File: config.mk
export PLATFORM = sky130hd
export DESIGN_NAME = epoch_seconds_to_calendar_date
export DESIGN_NICKNAME = d
export VERILOG_FILES = /design/src/es2cd_pkg.sv /design/src/epoch_seconds_to_calendar_date.sv
export SDC_FILE = /design/constraint.sdc
export NUM_CORES = 2
export LEC_CHECK = 0
export CORE_UTILIZATION = 55
export CTS_CLUSTER_DIAMETER = 150
export DETAILED_ROUTE_END_ITERATION = 10
export DONT_BUFFER_PORTS = 1
export PLACE_DENSITY = 0.67
export SLEW_MARGIN = 5
export SYNTH_ARGS = -nofsm -noshare
export SYNTH_HDL_FRONTEND = slang
export SYNTH_SLANG_ARGS = --single-unit
File: constraint.sdc
create_clock -name clk -period 31 [get_ports clk]
set_input_delay 7.75 -clock clk [delete_from_list [all_inputs] [get_ports clk]]
set_output_delay 7.75 -clock clk [all_outputs]
set_load 0.005 [all_outputs]
File: src/es2cd_pkg.sv
package es2cd_pkg;

  // Seconds per day is 2^7 * 675: drop the low seven bits, then divide by 675.
  localparam int unsigned SecShift   = 7;
  localparam int unsigned SecW       = 32;
  localparam int unsigned XW         = SecW - SecShift;   // 25-bit partial quotient
  localparam int unsigned IdxW       = 16;                // day index up to 49710

  localparam int unsigned DayDiv     = 675;
  localparam int unsigned DayRecip   = 25451658;          // floor(2^34 / 675)
  localparam int unsigned DayRecipSh = 34;
  localparam int unsigned DayRecipW  = 25;

  localparam int unsigned QW         = IdxW + 2;          // quarter days
  localparam int unsigned YearQd     = 1461;
  localparam int unsigned YearRecip  = 183734;            // floor(2^28 / 1461)
  localparam int unsigned YearRecipSh = 28;
  localparam int unsigned YearRecipW = 18;
  localparam int unsigned OffW       = 8;                 // years since 1970, up to 136

  localparam int unsigned WkW        = IdxW + 1;
  localparam int unsigned WkDiv      = 7;
  localparam int unsigned WkRecip    = 149796;            // floor(2^20 / 7)
  localparam int unsigned WkRecipSh  = 20;
  localparam int unsigned WkRecipW   = 18;
  localparam int unsigned WkQW       = 13;

  localparam int unsigned EpochYear  = 1970;
  localparam int unsigned DoyW       = 9;

  localparam int unsigned DayW       = 5;
  localparam int unsigned MonW       = 4;
  localparam int unsigned YearW      = 12;
  localparam int unsigned WdW        = 3;
  localparam int unsigned OutW       = DayW + MonW + YearW + WdW;

  localparam int unsigned NumMonths  = 12;

  typedef logic [DoyW-1:0] doy_t;
  typedef logic [MonW-1:0] mon_t;

  // First day of year (from 0) of month m (0-based); the leap day counts from March on.
  function automatic doy_t month_start(input mon_t m, input logic leap);
    doy_t base;
    begin
      case (m)
        4'd0:    base = 9'd0;
        4'd1:    base = 9'd31;
        4'd2:    base = 9'd59;
        4'd3:    base = 9'd90;
        4'd4:    base = 9'd120;
        4'd5:    base = 9'd151;
        4'd6:    base = 9'd181;
        4'd7:    base = 9'd212;
        4'd8:    base = 9'd243;
        4'd9:    base = 9'd273;
        4'd10:   base = 9'd304;
        4'd11:   base = 9'd334;
        default: base = 9'd0;
      endcase
      month_start = base + ((m >= 4'd2 && leap) ? 9'd1 : 9'd0);
    end
  endfunction

endpackage

File: src/epoch_seconds_to_calendar_date.sv
// An accepted input passes six register stages, ending in the output register.
// Throughput: one transaction per cycle unless stalled; six register stages advance
// together, so the rate is set by the slowest stage, a 25x25 reciprocal multiply.
// A stalled output holds every stage; nothing is dropped or repeated.
// Reset (rst_n low, synchronous) clears all stage valid bits; payload is not reset.
module epoch_seconds_to_calendar_date (
  input  logic        clk,
  input  logic        rst_n,
  input  logic        in_tvalid,
  output logic        in_tready,
  input  logic [31:0] in_tdata,   // [31:0] seconds
  output logic        out_tvalid,
  input  logic        out_tready,
  output logic [23:0] out_tdata   // [4:0] day_of_month, [8:5] month, [20:9] year,
                                  // [23:21] weekday
);
  import es2cd_pkg::*;

  // Global advance: every stage moves when the output register is free or drained.
  logic en;
  assign en        = !out_tvalid || out_tready;
  assign in_tready = en;

  // ---------------------------------------------------------------------------
  // Stage 1: estimate day index = (seconds >> 7) / 675 by reciprocal multiply.
  // The estimate is the true quotient or one below it.
  // ---------------------------------------------------------------------------
  logic [XW-1:0]           x0;
  logic [XW+DayRecipW-1:0] p0;
  assign x0 = in_tdata[SecW-1:SecShift];
  assign p0 = (XW+DayRecipW)'(x0) * (XW+DayRecipW)'(DayRecip);

  logic            v1_r;
  logic [XW-1:0]   x1_r;
  logic [IdxW-1:0] qe1_r;

  always_ff @(posedge clk) begin
    if (!rst_n) begin
      v1_r <= 1'b0;
    end else if (en) begin
      v1_r <= in_tvalid;
    end
    if (en) begin
      x1_r  <= x0;
      qe1_r <= p0[DayRecipSh +: IdxW];
    end
  end

  // ---------------------------------------------------------------------------
  // Stage 2: fix the day index with one remainder compare.
  // ---------------------------------------------------------------------------
  logic [XW:0]     back1;
  logic [XW:0]     r1;
  logic [IdxW-1:0] idx_nxt;
  assign back1   = (XW+1)'(qe1_r) * (XW+1)'(DayDiv);
  assign r1      = (XW+1)'(x1_r) - back1;
  assign idx_nxt = (r1 >= (XW+1)'(DayDiv)) ? qe1_r + 1'b1 : qe1_r;

  logic            v2_r;
  logic [IdxW-1:0] idx2_r;

  always_ff @(posedge clk) begin
    if (!rst_n) begin
      v2_r <= 1'b0;
    end else if (en) begin
      v2_r <= v1_r;
    end
    if (en) begin
      idx2_r <= idx_nxt;
    end
  end

  // ---------------------------------------------------------------------------
  // Stage 3: quarter-day count q = 4*index + 2 (midday) and weekday operand
  // w = index + 3; estimate q / 1461 and w / 7 by reciprocal multiply.
  // ---------------------------------------------------------------------------
  logic [QW-1:0]              q2;
  logic [WkW-1:0]             w2;
  logic [QW+YearRecipW-1:0]   p2y;
  logic [WkW+WkRecipW-1:0]    p2w;
  assign q2  = {idx2_r, 2'b10};
  assign w2  = WkW'(idx2_r) + WkW'(3);
  assign p2y = (QW+YearRecipW)'(q2) * (QW+YearRecipW)'(YearRecip);
  assign p2w = (WkW+WkRecipW)'(w2) * (WkW+WkRecipW)'(WkRecip);

  logic            v3_r;
  logic [QW-1:0]   q3_r;
  logic [WkW-1:0]  w3_r;
  logic [OffW-1:0] offe3_r;
  logic [WkQW-1:0] wke3_r;

  always_ff @(posedge clk) begin
    if (!rst_n) begin
      v3_r <= 1'b0;
    end else if (en) begin
      v3_r <= v2_r;
    end
    if (en) begin
      q3_r    <= q2;
      w3_r    <= w2;
      offe3_r <= p2y[YearRecipSh +: OffW];
      wke3_r  <= p2w[WkRecipSh +: WkQW];
    end
  end

  // ---------------------------------------------------------------------------
  // Stage 4: fix year offset and weekday; day of year is the quarter-day
  // remainder over 4.
  // ---------------------------------------------------------------------------
  logic [QW-1:0]   r3y;
  logic [QW-1:0]   r3y_fix;
  logic [OffW-1:0] off_nxt;
  logic [WkW-1:0]  r3w;
  logic [WkW-1:0]  r3w_fix;

  assign r3y     = q3_r - QW'(offe3_r) * QW'(YearQd);
  assign off_nxt = (r3y >= QW'(YearQd)) ? offe3_r + 1'b1 : offe3_r;
  assign r3y_fix = (r3y >= QW'(YearQd)) ? r3y - QW'(YearQd) : r3y;
  assign r3w     = w3_r - WkW'(wke3_r) * WkW'(WkDiv);
  assign r3w_fix = (r3w >= WkW'(WkDiv)) ? r3w - WkW'(WkDiv) : r3w;

  logic             v4_r;
  logic [OffW-1:0]  off4_r;
  doy_t             doy4_r;
  logic [WdW-1:0]   wd4_r;

  always_ff @(posedge clk) begin
    if (!rst_n) begin
      v4_r <= 1'b0;
    end else if (en) begin
      v4_r <= v3_r;
    end
    if (en) begin
      off4_r <= off_nxt;
      doy4_r <= r3y_fix[2 +: DoyW];
      wd4_r  <= r3w_fix[WdW-1:0];
    end
  end

  // ---------------------------------------------------------------------------
  // Stage 5: month search. The starts of February to December are compared in parallel;
  // take the last month whose start is not after the day of year, else January.
  // ---------------------------------------------------------------------------
  logic leap4;
  mon_t mon_nxt;
  assign leap4 = (off4_r[1:0] == 2'd2);

  always_comb begin
    mon_nxt = '0;
    for (int m = 1; m < NumMonths; m++) begin
      if (doy4_r >= month_start(MonW'(m), leap4)) begin
        mon_nxt = MonW'(m);
      end
    end
  end

  logic             v5_r;
  mon_t             mon5_r;
  doy_t             doy5_r;
  logic             leap5_r;
  logic [YearW-1:0] year5_r;
  logic [WdW-1:0]   wd5_r;

  always_ff @(posedge clk) begin
    if (!rst_n) begin
      v5_r <= 1'b0;
    end else if (en) begin
      v5_r <= v4_r;
    end
    if (en) begin
      mon5_r  <= mon_nxt;
      doy5_r  <= doy4_r;
      leap5_r <= leap4;
      year5_r <= YearW'(off4_r) + YearW'(EpochYear);
      wd5_r   <= wd4_r;
    end
  end

  // ---------------------------------------------------------------------------
  // Stage 6: day of month and output register.
  // ---------------------------------------------------------------------------
  doy_t           dom_full;
  logic [DayW-1:0] dom_nxt;
  assign dom_full = doy5_r - month_start(mon5_r, leap5_r) + 9'd1;
  assign dom_nxt  = dom_full[DayW-1:0];

  logic              out_valid_r;
  logic [OutW-1:0]   out_data_r;

  always_ff @(posedge clk) begin
    if (!rst_n) begin
      out_valid_r <= 1'b0;
    end else if (en) begin
      out_valid_r <= v5_r;
    end
    if (en) begin
      out_data_r <= {wd5_r, year5_r, mon5_r + 4'd1, dom_nxt};
    end
  end

  assign out_tvalid = out_valid_r;
  assign out_tdata  = out_data_r;

endmodule
# After elaboration in Yosys (flattened, before gate mapping)
# Memories as Yosys holds them, arrays and structs flattened.
# Cells that the tools add are included.
[classes]
addsub = 23
n_mul = 6
div_mod_pow = 0
n_lt_le_gt_ge = 15
eq_ne = 1
shift = 0
n_mux = 16
bitwise = 0
n_reduce_logical = 5
[op_table]
columns = ["cell", "n"]
rows = [
  ["$ge A9 B9 Y1", 10],
  ["$mul A25 B24 Y49 const B", 1],
  ["$add A8 B9 Y9 const A", 4],
  ["$mul A17 B17 Y34 const B", 1],
  ["$mul A17 B16 Y31 const B", 1],
  ["$ge A26 B10 Y1 const B", 1],
  ["$mul A16 B10 Y26 const B", 1],
  ["$sub A25 B26 Y26", 1],
  ["$mux W4", 6],
  ["$add A7 B9 Y9 const A", 2],
  ["$add A9 B9 Y9 const A", 2],
  ["$ge A18 B11 Y1 const B", 1],
  ["$mul A8 B11 Y18 const B", 1],
  ["$sub A18 B18 Y18", 1],
  ["$add A16 B2 Y17 const B", 1],
  ["$ge A17 B3 Y1 const B", 1],
  ["$sub A17 B16 Y17", 1],
  ["$add A16 B1 Y16 const B", 1],
  ["$mul A13 B3 Y16 const B", 1],
  ["$mux W16", 1],
  ["$add A8 B11 Y12 const B", 1],
  ["$mux W11", 1],
  ["$sub A11 B11 Y11 const B", 1],
  ["$add A6 B9 Y9 const A", 1],
  ["19 further kinds", 23],
]
[totals]
regBits = 186
latchBits = 0
ramBits = 0
rom_bits = 144
inputBits = 36
out_inout_bits = 26
elab_cells = 91
memories = 1
[mem_list]
columns = ["name", "words", "width", "read_ports", "rd_ports_with_merged_regs", "wr", "line_no", "source"]
rows = [
  ["(no name shown)", 16, 9, 1, 0, 0, "es2cd_pkg.sv:46", "case (m)"],
]

# Logic depth before layout (Yosys ltp)
[logic_depth]
word_depth = 13
mapped_depth = 25
depth_no_buf = 25

# Worst setup path after synthesis
# Ideal clock, no wire load.
[synth_path]
path_type = "in2out"
startpoint = "input port out_tready"
endpoint = "output port in_tready"
arrival_time_ns = 12.977
t_required_ns = 23.250
slack_ns = 10.273
cell_stages = 2
n_path_buf = 1
path_cell_list = "nand2b_1 clkbuf_1"
[synth_via]
elab_chain_len = 1
[synth_rtl]
columns = ["element", "line_no", "source"]
rows = [
  ["start, declared", "epoch_seconds_to_calendar_date.sv:13", "input logic out_tready,"],
  ["$logic_or A1 B1 Y1", "epoch_seconds_to_calendar_date.sv:21", "assign en = !out_tvalid || out_tready;"],
  ["end, declared", "epoch_seconds_to_calendar_date.sv:10", "output logic in_tready,"],
]
# Every way passes these cells.

# Worst setup path after layout
# Ends and elaborated chain as after synthesis.

==> run metrics <==
outcome complete, no violations; combined area of all synthesized cells ~32000 um^2; HP Class flip-flop to flip-flop; Design Area, Final 33100 um^2; depth of the worst register-to-register path 22; syn_area_per_cell between 10 and 15 um^2; nature of the critical path endpoint output port; DR DRC count 0; final core utilization 0.585; post-cts hold buffer count 0; DPL Wire Length approximately 54000 um; number of distinct library cells after synthesis 82; final setup violation count 0; net count of the mapped netlist 4128; startpoint of the worst register-to-register path idx2_r[0]; Setup Crit Path Kind input pin to output port; die boundary width between 200 and 250 um; Slew @ Worst Pin 1.01 ns; instance count along the most critical hold path 0; count of H-tree levels built during CTS 4; setup fix buffers added after clock tree synthesis 0; Clock Pin Slew Worst Setup and Hold Paths about 0.07 ns; arrival time at the worst endpoint roughly 8.3 ns; final wirelength 63700 um; share of post-route cells with drive strength above 1 0.0276; height of the chip between 200 and 250 um; commonest cells in the netlist sky130_fd_sc_hd__inv_1 (717), sky130_fd_sc_hd__ha_1 (716), sky130_fd_sc_hd__fa_1 (433); final count of pins violating max slew 0; CTS tree yes; via count of the first global-routing pass between 20000 and 25000; Root Driver sky130_fd_sc_hd__clkbuf_16; mean routed wirelength per cell 17.1 um; sum of negative setup slack 0 ns; post_cts resized 0; number of top-level pins 62; first-iteration detailed-routing DRC count 810; Hold WS 0.420 ns; count of vias placed by the detailed router 20100; count of clock tree sinks approximately 190; Critical Path Start Type input pin; PortBufs 0; worst-case headroom to the max-slew limit 0.323; setup repair after global routing missed its margin no; largest fanout on the critical path 40; row count 87; vias per cell about 5.4; cell with the largest stage delay on the worst path sky130_fd_sc_hd__nand2b_4; share of the clock period used by the worst path after layout 0.516; Synth Register Bits 186; hold violation total from the final report 0; Placed Instance Area 32500 um^2; antenna diode count 0; cell family with most CP delay simple AND/OR/NAND/NOR gates; count of flip-flops with a built-in enable after synthesis between 150 and 200; aggregate global-route resource usage 0.232; most frequently used flop master after synthesis sky130_fd_sc_hd__edfxtp_1; Max Clk Rate between 0.06 and 0.07 GHz; worst reg2reg setup slack 22.71 ns; final-stage net count 4139; Floorplan Core Area around 57000 um^2; Yosys top cell area share 0.284; GRT Residual Overflow 0; placer congestion estimate 0.914; reg-to-reg endpoint wke3_r[12]; most frequent cell after synthesis sky130_fd_sc_hd__inv_1; warnings from Yosys 0; CTS max path bufs 2; cells taking the most area after synthesis sky130_fd_sc_hd__ha_1 (28%), sky130_fd_sc_hd__fa_1 (27%), sky130_fd_sc_hd__edfxtp_1 (17%); Inserted Clock Buffers 17; Async SR Flop Fraction 0; Worst Skew 0.0141 ns; clock latency on the worst-skew pair about 0.49 ns; Required @ worst endpoint approximately 23 ns; global-route wire length before repair around 110000 um; destination of the worst hold path out_tdata[11]; Hold Path Origin year5_r[2]; die area around 58000 um^2; final critical-path required period approximately 16 ns; Synth Instances approximately 3000; Antenna Nets Post-Route 0; number of antenna violations at the first check in global routing 0; max incr delay on CP ~0.49 ns; cell accounting for the most synthesized area sky130_fd_sc_hd__ha_1; cells along the critical path nand2b_4; Max Cap Viol 0; Layout Area Growth over Synthesis 4.88%; largest net degree at the start of global routing about 70; length of the first detailed-routing pass in iterations 5; Critical path buffers and inverters 0; initial core utilization 0.558; fraction of the yosys area taken by sequential cells 0.175
## metrics by stage
step | worst slack [ns] | instances
after floorplan | 10.27 | 2943
after global placement | 15.00 | 3691
after detailed placement | 14.98 | 3691
after CTS | 14.98 | 3723
after global routing | 14.96 | 3723
final | 15.00 | 3723
## cells by family after synthesis
family          count (synthesis)  synth area share
buf+inv                       734            0.0880
compound gates                358            0.0757
mux                            26           0.00872
xor+xnor                      130            0.0361
flops                         186             0.175
fa+ha+maj                    1149             0.558
simple gates                  360            0.0583
## worst max-delay path by stage
stage                    start        end  cells after the start
CTS                 out_tready  in_tready                      1
finish              out_tready  in_tready                      1
floorplan           out_tready  in_tready                      2
detailed placement  out_tready  in_tready                      1
global route        out_tready  in_tready                      1
global placement    out_tready  in_tready                      1
## layout by cell type, fill, tap and decap left out, types with 14 or more instances in the layout
master	synthesis	layout
sky130_fd_sc_hd__a21o_1	46	46
sky130_fd_sc_hd__a21oi_1	96	96
sky130_fd_sc_hd__clkbuf_16	0	17
sky130_fd_sc_hd__edfxtp_1	180	180
sky130_fd_sc_hd__fa_1	433	433
sky130_fd_sc_hd__ha_1	716	716
sky130_fd_sc_hd__inv_1	717	717
sky130_fd_sc_hd__mux2i_1	14	14
sky130_fd_sc_hd__nand2_1	59	59
sky130_fd_sc_hd__nand2b_1	21	20
sky130_fd_sc_hd__nand3_1	31	31
sky130_fd_sc_hd__nand4_1	20	20
sky130_fd_sc_hd__nor2_1	102	102
sky130_fd_sc_hd__nor2b_1	25	25
sky130_fd_sc_hd__nor3_1	38	38
sky130_fd_sc_hd__o21a_1	29	29
sky130_fd_sc_hd__o21ai_0	63	63
sky130_fd_sc_hd__xnor2_1	97	97
sky130_fd_sc_hd__xor2_1	33	33
## layer usage
metal / up-vias / routed length, um / GRT usage
met5: - / 0 / 0
met4: 0 / 1300 / 0.0628
met3: 82 / 2050 / 0.0334
met2: 315 / 32500 / 0.419
met1: 9995 / 27900 / 0.288
li1: 9745 / - / -
## flip-flops by register name (all words and copies together), names as in the netlist, 4 cells and up
name / count
out_tdata: 24
q3_r: 16
offe3_r: 8
doy5_r: 5
mon5_r: 4
x1_r: 25
qe1_r: 16
idx2_r: 16
off4_r: 8
w3_r: 17
doy4_r: 9
wke3_r: 13
year5_r: 12
## cell type report
cell class                 count  area [um^2]
fill                        4806        23500
multi-input combinational   2023        23300
sequential                   186         5530
inverter                     717         2690
tap                          756          946
clock buffer                  17          425
clock inverter                15          181
timing repair buffer           9         67.6
Power is not shown: default switching activity piles up to over one toggle a cycle in this logic, so the estimate is an artifact.
